$ cat src/rtl/str_pkg.sv
`timescale 1ns / 1ps
// ----------------------------------------------------------------------------
// Stepper trapezoid ramp package
// Shared constants, command codes and the control/status structs that join
// the ramp controller and the ramp datapath.
// ----------------------------------------------------------------------------
package str_pkg;

	// Speed format and tick rate.
	localparam int SPEED_FRAC_BITS  = 12;
	localparam int TICKS_PER_SECOND = 1000;

	// One step per second in the speed format.
	localparam logic [31:0] SPEED_ONE = 32'(64'(1) << SPEED_FRAC_BITS);

	// Division by the tick rate as a multiply by a rounded-up reciprocal.
	// The shift is 32 plus the bit length of the divisor, which makes the
	// quotient exact for every 32-bit dividend.
	localparam int          TICK_LOG    = $clog2(TICKS_PER_SECOND);
	localparam int          RECIP_SHIFT = 32 + TICK_LOG;
	localparam logic [32:0] RECIP       = 33'(((64'(1) << RECIP_SHIFT)
		+ 64'(TICKS_PER_SECOND) - 64'(1)) / 64'(TICKS_PER_SECOND));

	// Shared multiplier operand and product widths.
	localparam int MUL_W  = 33;
	localparam int PROD_W = 2 * MUL_W;

	// Brake test: the scaled product must stay below 2^64.
	localparam int BRAKE_SHIFT = SPEED_FRAC_BITS + 1;
	localparam int BRAKE_LIM   = 64 - BRAKE_SHIFT;

	// Reload divider: denominator is (prescaler + 1) * max(speed, SPEED_ONE).
	localparam int                 PRESC_W      = 16;
	localparam int                 DEN_W        = PRESC_W + 1 + 32;
	localparam int                 DIV_STEPS    = 32;
	localparam int                 DIV_CNT_W    = $clog2(DIV_STEPS);
	localparam logic [DIV_CNT_W-1:0] DIV_CNT_LAST = DIV_CNT_W'(DIV_STEPS - 1);

	// Stream widths.
	localparam int IN_DATA_W  = 32;
	localparam int IN_USER_W  = 2;
	localparam int OUT_DATA_W = 104;

	// Configuration port.
	localparam int              CFG_IDX_W           = 3;
	localparam int              CFG_DATA_W          = 32;
	localparam logic [CFG_IDX_W-1:0] REG_MAX_SPEED       = 3'd0;
	localparam logic [CFG_IDX_W-1:0] REG_ACCEL_RATE      = 3'd1;
	localparam logic [CFG_IDX_W-1:0] REG_DECEL_RATE      = 3'd2;
	localparam logic [CFG_IDX_W-1:0] REG_CORE_CLOCK_HZ   = 3'd3;
	localparam logic [CFG_IDX_W-1:0] REG_TIMER_PRESCALER = 3'd4;

	// Command codes.
	typedef logic [1:0] cmd_t;
	localparam cmd_t CMD_TICK     = 2'd0;
	localparam cmd_t CMD_MOVE_ABS = 2'd1;
	localparam cmd_t CMD_MOVE_REL = 2'd2;

	// Operand selection for the shared multiplier.
	typedef enum logic [2:0] {
		MUL_NONE  = 3'd0,
		MUL_SQ    = 3'd1,
		MUL_PR    = 3'd2,
		MUL_DELTA = 3'd3,
		MUL_DEN   = 3'd4
	} mul_sel_t;

	// Controller to datapath commands.
	typedef struct packed {
		logic     load_in;
		logic     decode;
		logic     mul_en;
		mul_sel_t mul_sel;
		logic     save_sq;
		logic     cmp;
		logic     upd;
		logic     div_load;
		logic     div_step;
		logic     out_load;
	} ctl_cmd_t;

	// Datapath to controller status.
	typedef struct packed {
		cmd_t cmd;
		logic moving;
		logic at_target;
		logic div_last;
	} dp_sts_t;

endpackage

$ cat src/rtl/str_ctrl.sv
`timescale 1ns / 1ps
// ----------------------------------------------------------------------------
// Stepper trapezoid ramp controller
// Runs decode for each command and, for a stepping tick, the brake test,
// speed update and reload division; owns the input and output handshakes.
// ----------------------------------------------------------------------------
module str_ctrl (
	input  logic              clk,
	input  logic              arst_n,
	input  logic              s_axis_tvalid,
	output logic              s_axis_tready,
	output logic              m_axis_tvalid,
	input  logic              m_axis_tready,
	input  str_pkg::dp_sts_t  sts,
	output str_pkg::ctl_cmd_t ctl
);

	typedef enum logic [10:0] {
		ST_IDLE   = 11'b000_0000_0001,
		ST_DECODE = 11'b000_0000_0010,
		ST_SQ     = 11'b000_0000_0100,
		ST_PR     = 11'b000_0000_1000,
		ST_CMP    = 11'b000_0001_0000,
		ST_DELTA  = 11'b000_0010_0000,
		ST_UPD    = 11'b000_0100_0000,
		ST_DEN    = 11'b000_1000_0000,
		ST_DIVL   = 11'b001_0000_0000,
		ST_DIV    = 11'b010_0000_0000,
		ST_FINISH = 11'b100_0000_0000
	} state_t;

	state_t state_q;
	state_t state_d;
	logic   m_valid_q;
	logic   out_free;

	// The output register can take a new result when empty or being drained.
	assign out_free      = !m_valid_q || m_axis_tready;
	assign s_axis_tready = (state_q == ST_IDLE);
	assign m_axis_tvalid = m_valid_q;

	// Next state and datapath commands.
	always_comb begin
		state_d     = state_q;
		ctl         = '0;
		ctl.mul_sel = str_pkg::MUL_NONE;
		unique case (state_q)
			ST_IDLE: begin
				if (s_axis_tvalid) begin
					ctl.load_in = 1'b1;
					state_d     = ST_DECODE;
				end
			end
			ST_DECODE: begin
				ctl.decode = 1'b1;
				if (sts.cmd == str_pkg::CMD_TICK && sts.moving && !sts.at_target) begin
					state_d = ST_SQ;
				end else begin
					state_d = ST_FINISH;
				end
			end
			ST_SQ: begin
				ctl.mul_en  = 1'b1;
				ctl.mul_sel = str_pkg::MUL_SQ;
				state_d     = ST_PR;
			end
			ST_PR: begin
				ctl.save_sq = 1'b1;
				ctl.mul_en  = 1'b1;
				ctl.mul_sel = str_pkg::MUL_PR;
				state_d     = ST_CMP;
			end
			ST_CMP: begin
				ctl.cmp = 1'b1;
				state_d = ST_DELTA;
			end
			ST_DELTA: begin
				ctl.mul_en  = 1'b1;
				ctl.mul_sel = str_pkg::MUL_DELTA;
				state_d     = ST_UPD;
			end
			ST_UPD: begin
				ctl.upd = 1'b1;
				state_d = ST_DEN;
			end
			ST_DEN: begin
				ctl.mul_en  = 1'b1;
				ctl.mul_sel = str_pkg::MUL_DEN;
				state_d     = ST_DIVL;
			end
			ST_DIVL: begin
				ctl.div_load = 1'b1;
				state_d      = ST_DIV;
			end
			ST_DIV: begin
				ctl.div_step = 1'b1;
				if (sts.div_last) begin
					state_d = ST_FINISH;
				end
			end
			ST_FINISH: begin
				if (out_free) begin
					ctl.out_load = 1'b1;
					state_d      = ST_IDLE;
				end
			end
			default: begin
				state_d = ST_IDLE;
			end
		endcase
	end

	// State register and output valid flag.
	always_ff @(posedge clk or negedge arst_n) begin
		if (!arst_n) begin
			state_q   <= ST_IDLE;
			m_valid_q <= 1'b0;
		end else begin
			state_q <= state_d;
			if (ctl.out_load) begin
				m_valid_q <= 1'b1;
			end else if (m_axis_tready) begin
				m_valid_q <= 1'b0;
			end
		end
	end

	// A result is never written over one that has not been taken.
	assert property (@(posedge clk) disable iff (!arst_n)
		ctl.out_load |-> (!m_valid_q || m_axis_tready))
		else $error("result loaded while output register still full");

	// An accepted transaction always enters decode next.
	assert property (@(posedge clk) disable iff (!arst_n)
		(s_axis_tvalid && s_axis_tready) |=> (state_q == ST_DECODE))
		else $error("accepted transaction did not reach decode");

	// The division ends on its last step.
	assert property (@(posedge clk) disable iff (!arst_n)
		(state_q == ST_DIV && sts.div_last) |=> (state_q == ST_FINISH))
		else $error("divider did not finish on its last step");

	// A finished result waits while the output stays blocked.
	assert property (@(posedge clk) disable iff (!arst_n)
		(state_q == ST_FINISH && !out_free) |=> (state_q == ST_FINISH && m_valid_q))
		else $error("finished result dropped while output blocked");

endmodule

$ cat src/rtl/str_dp.sv
`timescale 1ns / 1ps
// ----------------------------------------------------------------------------
// Stepper trapezoid ramp datapath
// Holds the configuration and motion state, a shared multiplier, the brake
// test, the speed update, a restoring reload divider and the result register.
// ----------------------------------------------------------------------------
module str_dp (
	input  logic                                  clk,
	input  logic                                  arst_n,
	input  logic                                  cfg_we,
	input  logic [str_pkg::CFG_IDX_W-1:0]         cfg_index,
	input  logic [str_pkg::CFG_DATA_W-1:0]        cfg_data,
	input  logic [str_pkg::IN_DATA_W-1:0]         in_data,
	input  logic [str_pkg::IN_USER_W-1:0]         in_user,
	input  str_pkg::ctl_cmd_t                     ctl,
	output str_pkg::dp_sts_t                      sts,
	output logic [str_pkg::OUT_DATA_W-1:0]        out_data
);

	// Configuration registers.
	logic [31:0]                 max_speed_q;
	logic [31:0]                 accel_rate_q;
	logic [31:0]                 decel_rate_q;
	logic [31:0]                 core_clock_q;
	logic [str_pkg::PRESC_W-1:0] prescaler_q;

	// Motion state.
	logic [31:0] speed_q;
	logic [31:0] position_q;
	logic [31:0] target_q;
	logic        moving_q;
	logic        dir_fwd_q;

	// Per-item working registers.
	str_pkg::cmd_t                   cmd_q;
	logic [31:0]                     arg_q;
	logic [31:0]                     rem_q;
	logic [str_pkg::PROD_W-1:0]      prod_q;
	logic [63:0]                     sq_q;
	logic                            brake_q;
	logic                            pulse_q;
	logic [str_pkg::DEN_W-1:0]       den_q;
	logic [str_pkg::DEN_W:0]         div_rem_q;
	logic [31:0]                     num_q;
	logic [31:0]                     quo_q;
	logic [str_pkg::DIV_CNT_W-1:0]   cnt_q;
	logic [str_pkg::OUT_DATA_W-1:0]  out_data_q;

	// Combinational helpers.
	logic [31:0]                 diff_w;
	logic [31:0]                 rem_w;
	logic [31:0]                 dest_w;
	logic [str_pkg::MUL_W-1:0]   mul_a;
	logic [str_pkg::MUL_W-1:0]   mul_b;
	logic                        brake_w;
	logic [31:0]                 delta_w;
	logic [31:0]                 dec_w;
	logic [32:0]                 acc_w;
	logic [31:0]                 vv_w;
	logic [63:0]                 num_w;
	logic [str_pkg::DEN_W:0]     trial_w;
	logic                        ge_w;
	logic [31:0]                 reload_w;

	// Distance to the target as the magnitude of the wrapped difference.
	assign diff_w = target_q - position_q;
	assign rem_w  = diff_w[31] ? (32'd0 - diff_w) : diff_w;
	assign dest_w = (cmd_q == str_pkg::CMD_MOVE_REL) ? (position_q + arg_q) : arg_q;

	// Shared multiplier operand selection.
	always_comb begin
		unique case (ctl.mul_sel)
			str_pkg::MUL_SQ: begin
				mul_a = {1'b0, speed_q};
				mul_b = {1'b0, speed_q};
			end
			str_pkg::MUL_PR: begin
				mul_a = {1'b0, decel_rate_q};
				mul_b = {1'b0, rem_q};
			end
			str_pkg::MUL_DELTA: begin
				mul_a = {1'b0, (brake_q ? decel_rate_q : accel_rate_q)};
				mul_b = str_pkg::RECIP;
			end
			str_pkg::MUL_DEN: begin
				mul_a = str_pkg::MUL_W'(prescaler_q) + str_pkg::MUL_W'(1);
				mul_b = {1'b0, vv_w};
			end
			default: begin
				mul_a = '0;
				mul_b = '0;
			end
		endcase
	end

	// Brake when speed squared reaches twice decel times remaining, scaled.
	assign brake_w = (prod_q[63:str_pkg::BRAKE_LIM] == '0)
		&& (sq_q >= (prod_q[63:0] << str_pkg::BRAKE_SHIFT));

	// Speed change per tick and the two candidate speeds.
	assign delta_w = 32'(prod_q >> str_pkg::RECIP_SHIFT);
	assign dec_w   = (speed_q > delta_w) ? (speed_q - delta_w) : 32'd0;
	assign acc_w   = {1'b0, speed_q} + {1'b0, delta_w};

	// Reload divider operands and one restoring step.
	assign vv_w    = (speed_q < str_pkg::SPEED_ONE) ? str_pkg::SPEED_ONE : speed_q;
	assign num_w   = 64'(core_clock_q) << str_pkg::SPEED_FRAC_BITS;
	assign trial_w = {div_rem_q[str_pkg::DEN_W-1:0], num_q[31]};
	assign ge_w    = (trial_w >= {1'b0, den_q});

	// Reload is quotient minus one, floored at zero, and only on a step.
	assign reload_w = (!pulse_q || quo_q == 32'd0) ? 32'd0 : (quo_q - 32'd1);

	// Configuration writes.
	always_ff @(posedge clk or negedge arst_n) begin
		if (!arst_n) begin
			max_speed_q  <= 32'd4096000;
			accel_rate_q <= 32'd4096000;
			decel_rate_q <= 32'd4096000;
			core_clock_q <= 32'd72000000;
			prescaler_q  <= '0;
		end else if (cfg_we) begin
			unique case (cfg_index)
				str_pkg::REG_MAX_SPEED:       max_speed_q  <= cfg_data;
				str_pkg::REG_ACCEL_RATE:      accel_rate_q <= cfg_data;
				str_pkg::REG_DECEL_RATE:      decel_rate_q <= cfg_data;
				str_pkg::REG_CORE_CLOCK_HZ:   core_clock_q <= cfg_data;
				str_pkg::REG_TIMER_PRESCALER: prescaler_q  <= cfg_data[str_pkg::PRESC_W-1:0];
				default: begin
				end
			endcase
		end
	end

	// Motion state: move commands, stop at target and the stepping update.
	always_ff @(posedge clk or negedge arst_n) begin
		if (!arst_n) begin
			speed_q    <= '0;
			position_q <= '0;
			target_q   <= '0;
			moving_q   <= 1'b0;
			dir_fwd_q  <= 1'b0;
		end else begin
			if (ctl.decode) begin
				if (cmd_q == str_pkg::CMD_MOVE_ABS || cmd_q == str_pkg::CMD_MOVE_REL) begin
					target_q  <= dest_w;
					moving_q  <= 1'b1;
					dir_fwd_q <= ($signed(dest_w) > $signed(position_q));
				end else if (cmd_q == str_pkg::CMD_TICK && moving_q && target_q == position_q) begin
					moving_q <= 1'b0;
					speed_q  <= '0;
				end
			end
			if (ctl.upd) begin
				if (brake_q) begin
					speed_q <= (dec_w < str_pkg::SPEED_ONE) ? str_pkg::SPEED_ONE : dec_w;
				end else if (speed_q < max_speed_q) begin
					speed_q <= (acc_w > {1'b0, max_speed_q}) ? max_speed_q : acc_w[31:0];
				end
				position_q <= dir_fwd_q ? (position_q + 32'd1) : (position_q - 32'd1);
			end
		end
	end

	// Working registers of one item.
	always_ff @(posedge clk) begin
		if (ctl.load_in) begin
			cmd_q <= in_user;
			arg_q <= in_data;
		end
		if (ctl.decode) begin
			rem_q   <= rem_w;
			pulse_q <= 1'b0;
		end
		if (ctl.mul_en) begin
			prod_q <= str_pkg::PROD_W'(mul_a) * str_pkg::PROD_W'(mul_b);
		end
		if (ctl.save_sq) begin
			sq_q <= prod_q[63:0];
		end
		if (ctl.cmp) begin
			brake_q <= brake_w;
		end
		if (ctl.upd) begin
			pulse_q <= 1'b1;
		end
		if (ctl.div_load) begin
			den_q     <= prod_q[str_pkg::DEN_W-1:0];
			div_rem_q <= (str_pkg::DEN_W + 1)'(num_w >> 32);
			num_q     <= num_w[31:0];
			cnt_q     <= str_pkg::DIV_CNT_LAST;
		end
		if (ctl.div_step) begin
			div_rem_q <= ge_w ? (trial_w - {1'b0, den_q}) : trial_w;
			quo_q     <= {quo_q[30:0], ge_w};
			num_q     <= {num_q[30:0], 1'b0};
			cnt_q     <= cnt_q - str_pkg::DIV_CNT_W'(1);
		end
		if (ctl.out_load) begin
			out_data_q <= {5'd0, speed_q, moving_q, position_q, reload_w, dir_fwd_q, pulse_q};
		end
	end

	assign sts.cmd       = cmd_q;
	assign sts.moving    = moving_q;
	assign sts.at_target = (target_q == position_q);
	assign sts.div_last  = (cnt_q == '0);
	assign out_data      = out_data_q;

endmodule

$ cat src/rtl/stepper_trapezoid_ramp.sv
`timescale 1ns / 1ps
// ----------------------------------------------------------------------------
// Stepper trapezoid ramp
// Step/direction ramp generator: move commands set the target, ticks in motion
// brake or accelerate, emit a step and give the timer reload for the new speed.
// ----------------------------------------------------------------------------
// A stepping tick runs decode, speed square, brake product, brake test, delta
// product, speed update, denominator product, divider load, the 32-step
// restoring reload divider and finish. Move commands, idle ticks and the stop
// at the target go from decode to finish; input waits for the result load.
// Reset clears the motion state and loads the register defaults at once;
// there is no clearing pass.
module stepper_trapezoid_ramp (
	input  logic                              clk,
	input  logic                              arst_n,
	input  logic                              cfg_we,
	input  logic [str_pkg::CFG_IDX_W-1:0]     cfg_index,
	input  logic [str_pkg::CFG_DATA_W-1:0]    cfg_data,
	input  logic                              s_axis_tvalid,
	output logic                              s_axis_tready,
	// [31:0] position_or_steps
	input  logic [str_pkg::IN_DATA_W-1:0]     s_axis_tdata,
	// [1:0] command
	input  logic [str_pkg::IN_USER_W-1:0]     s_axis_tuser,
	output logic                              m_axis_tvalid,
	input  logic                              m_axis_tready,
	// [0] step_pulse, [1] forward, [33:2] reload_value, [65:34] current_position,
	// [66] in_motion, [98:67] current_speed, [103:99] zero
	output logic [str_pkg::OUT_DATA_W-1:0]    m_axis_tdata
);

	str_pkg::ctl_cmd_t ctl;
	str_pkg::dp_sts_t  sts;

	// Sequencer and handshakes.
	str_ctrl u_ctrl (
		.clk           (clk),
		.arst_n        (arst_n),
		.s_axis_tvalid (s_axis_tvalid),
		.s_axis_tready (s_axis_tready),
		.m_axis_tvalid (m_axis_tvalid),
		.m_axis_tready (m_axis_tready),
		.sts           (sts),
		.ctl           (ctl)
	);

	// Arithmetic, state and result register.
	str_dp u_dp (
		.clk       (clk),
		.arst_n    (arst_n),
		.cfg_we    (cfg_we),
		.cfg_index (cfg_index),
		.cfg_data  (cfg_data),
		.in_data   (s_axis_tdata),
		.in_user   (s_axis_tuser),
		.ctl       (ctl),
		.sts       (sts),
		.out_data  (m_axis_tdata)
	);

endmodule
$ cat config.mk
export PLATFORM = sky130hd
export DESIGN_NAME = stepper_trapezoid_ramp
export DESIGN_NICKNAME = d
export VERILOG_FILES = /design/src/rtl/str_pkg.sv /design/src/rtl/str_ctrl.sv /design/src/rtl/str_dp.sv /design/src/rtl/stepper_trapezoid_ramp.sv
export SDC_FILE = /design/constraint.sdc
export NUM_CORES = 2
export LEC_CHECK = 0
export ABC_CLOCK_PERIOD_IN_PS = 11300
export BUFFER_PORTS_ARGS = -buffer_cell sky130_fd_sc_hd__clkbuf_2
export CORE_MARGIN = 10
export CORE_UTILIZATION = 59
export CTS_CLUSTER_SIZE = 16
export DETAILED_ROUTE_END_ITERATION = 16
export GPL_TIMING_DRIVEN = 1
export PLACE_DENSITY = 0.78
export SLEW_MARGIN = 20
export SYNTH_ARGS = -nofsm -noshare
export SYNTH_HDL_FRONTEND = slang
export SYNTH_SLANG_ARGS = --single-unit
$ cat constraint.sdc
create_clock -name clk -period 11.3 [get_ports clk]
set_clock_uncertainty 0.2 [all_clocks]
set_input_delay 1.13 -clock clk [delete_from_list [all_inputs] [get_ports clk]]
set_output_delay 1.13 -clock clk [all_outputs]
set_load 0.01 [all_outputs]
==> results.yml <==
drt:
  dr.pass1.iters: 9
  ant_nets: 0
  wl_um: 267000
  drtIter0Drc: 7036
  route.detailed.drc: 0
  dr_total_vias: 62100
  vias_per_cell: 6.26
  wire_per_inst_um: 26.9
timing:
  rsz0062_at_grt: "no"
  maxSlewHeadroom: 0.229
  tightest_slew_ns: 1.16
  setup_viol: 0
  slew_violations: 0
  hold_ws_ns: 0.232
  max_freq_mhz: 90.7
  post-route-period-util: 0.976
  hold_viol: 0
  fin_setup_tns_ns: 0
  fin_ws_ns: 0.272
  finalCriticalPeriod_ns: 11.03
yosys:
  synth_top_family_by_area: "adder cells"
  synthDominantCellAreaShare: 0.246
  yosysTopAreaCell: "fa_1"
  yosys.area_share.simple: 0.133
  synthesis.area_mm2: 0.0760
  synth-edff-count: 451
  async_flop_share: 0.360
  seq_area_frac_synth: 0.263
  synth.distinct_cells: 97
  synth-compound-area-share: 0.110
  yosys-top-cells-area: "fa_1 25%, edfxtp_1 18%, ha_1 10%"
  synth_ff_type: "edfxtp_1"
  synthCells: 8009
  synth_seq_cells: 706
  synth_xor_area_frac: 0.0346
  synth.area.mux_share: 0.0301
  synth_area_per_cell_um2: 9.49
  ys_warn_count: 0
  synth-adder-area-share: 0.347
clocking:
  clock_latency_ns: 0.70
  cts_buffers: 78
  cts.htree.levels: 3
  path_clk_slew_ns: 0.06
  hold_buffers: 0
  clockRootBuffer: "clkbuf_16"
  clk_path_buf_depth: 3
  cts_tree: "done"
  clock-sinks: 706
global_routing:
  grt_max_degree: 176
  gr-usage-all-layers: 0.372
  overflow: 0
  antenna_found_initial: 16
  grt_pass1_wl_um: 399000
  grt_pass1_vias: 63200
layout:
  final_area_mm2: 0.0829
  final_common_cell: "inv_1"
  syn_to_final_growth_pct: 9.02
  mostFrequentLayoutCells: "1316 x inv_1, 996 x nand2_1, 934 x fa_1"
  layout-drive-gt1-share: 0.106
  nets: 9807
setup_path:
  start_kind: "flip-flop"
  reg2regPathDepth: 35
  arrival_ns: 11.22
  reg2reg_slack_ns: 0.27
  end_kind: "flip-flop"
  cpPeakStageDelay_ns: 0.71
  cp_slowest_cell: "or4b_2"
  cp_data_required_time_ns: 11.49
  reg2reg_from: "u_ctrl.state_q[9]$_DFFE_PN0P_"
  worstSetupPathType: "reg -> reg"
  cp_top_family: "adder cells"
  worstReg2RegEnd: "u_dp.prod_q[48]$_DFFE_PN_"
  critical_path_buf_inv_count: 9
  cp_max_fo: 32
placement:
  gp_congestion: 1.04
  io_buffers: 174
  dp_hpwl_um: 211000
  dp_worst_setup_slack_ns: 0.114
  placed_area_mm2: 0.0800
hold_path:
  hp-class: "in -> async"
die:
  die-height_um: 379
  dieArea_mm2: 0.144
  ioPinCount: 180
  die_w_um: 379
  rows: 131
  core_mm2: 0.128
  start_util: 0.595
power:
  power_mw: 8.53
  p_per_area_mw_per_mm2: 103
  p_leak_nw: 38.8
  ir_worst_vdd_v: 0.000192
run:
  maxCapViolCount: 0
outcome:
  status: "finished clean"
## worst reg2reg max path, delay by kind of cell (launching register included)
kind / cells / cell delay, ns
AOI/OAI and AO/OA: 10 / 2.74
xor gates and xnor gates: 1 / 0.17
adders and majority gates: 9 / 4.17
buffers and inverters: 9 / 1.32
DFF: 1 / 0.41
and+or+nand+nor: 6 / 1.73
## state kept, by name, summed over array words and instances, names as in the netlist, 49 cells and up
register / count
u_dp.den_q: 49
u_dp.div_rem_q: 49
u_dp.out_data: 99
u_dp.prod_q: 66
u_dp.sq_q: 64
## where the power goes
group | internal, mW | switching [mW] | leakage [nW]
logic | 0.976 | 1.48 | 30.2
clock network | 1.54 | 1.16 | 1.29
registers | 3.14 | 0.239 | 7.29
## through the flow
step	cells	utilization
floorplan	8013	-
global placement	9763	0.626
detailed placement	9764	0.626
CTS	9910	0.648
global route	9916	0.649
finish	9927	0.649
## what timing repair did
item                       in CTS  in global routing
setup buffers                   0                  4
setup endpoints to repair       0                 22
gates resized for setup         0                 25
## worst max-delay path by stage
stage | slack, ns | cells after the start | end | startpoint
floorplan | 0.47 | 36 | u_dp.prod_q[65]$_DFFE_PN_ | u_ctrl.state_q[9]$_DFFE_PN0P_
global placement | 0.26 | 35 | u_dp.prod_q[65]$_DFFE_PN_ | u_ctrl.state_q[9]$_DFFE_PN0P_
detailed placement | 0.11 | 37 | u_dp.prod_q[54]$_DFFE_PN_ | u_ctrl.state_q[9]$_DFFE_PN0P_
CTS | 0.04 | 35 | u_dp.prod_q[61]$_DFFE_PN_ | u_ctrl.state_q[4]$_DFFE_PN0P_
global route | 0.02 | 38 | u_dp.prod_q[48]$_DFFE_PN_ | u_ctrl.state_q[4]$_DFFE_PN0P_
finish | 0.27 | 35 | u_dp.prod_q[48]$_DFFE_PN_ | u_ctrl.state_q[9]$_DFFE_PN0P_
## cells by family (layout without fill, tap and decap cells)
family | count (synthesis) | in the layout
fa+ha+maj | 1545 | 1545
simple gates | 2331 | 2331
mux | 205 | 205
other cells | 1 | 16
compound gates | 1253 | 1253
xor+xnor | 300 | 300
flops | 706 | 706
buf+inv | 1668 | 1909
## synthesized netlist by cell type, types with 44 or more instances
library cell / count
a21o_1: 171
a21oi_1: 331
a22oi_1: 47
and3_1: 46
clkbuf_1: 298
dfrtp_1: 228
edfxtp_1: 451
fa_1: 934
ha_1: 611
inv_1: 1317
mux2_2: 189
nand2_1: 998
nand2b_1: 46
nand3_1: 92
nand4_1: 61
nor2_1: 770
nor2b_1: 60
nor3_1: 69
o21a_1: 44
o21ai_0: 238
xnor2_1: 197
xor2_1: 103
## cell type report
class,instances,area (um2)
multi-input cells,5639,50000
fillers,10200,44800
flip-flops and latches,706,20000
inverters,1320,4950
repair buffers,443,3150
clock buffers,106,2130
well taps,1662,2080
clock inverters,40,571
diodes,11,27.5
## per-layer routing
layer | part of all wire | global-route usage
met2 | 0.43 | 0.555
met5 | 0.00049 | 0
met3 | 0.12 | 0.114
met1 | 0.39 | 0.486
met4 | 0.067 | 0.202
Power figures use the tool's default switching activity.
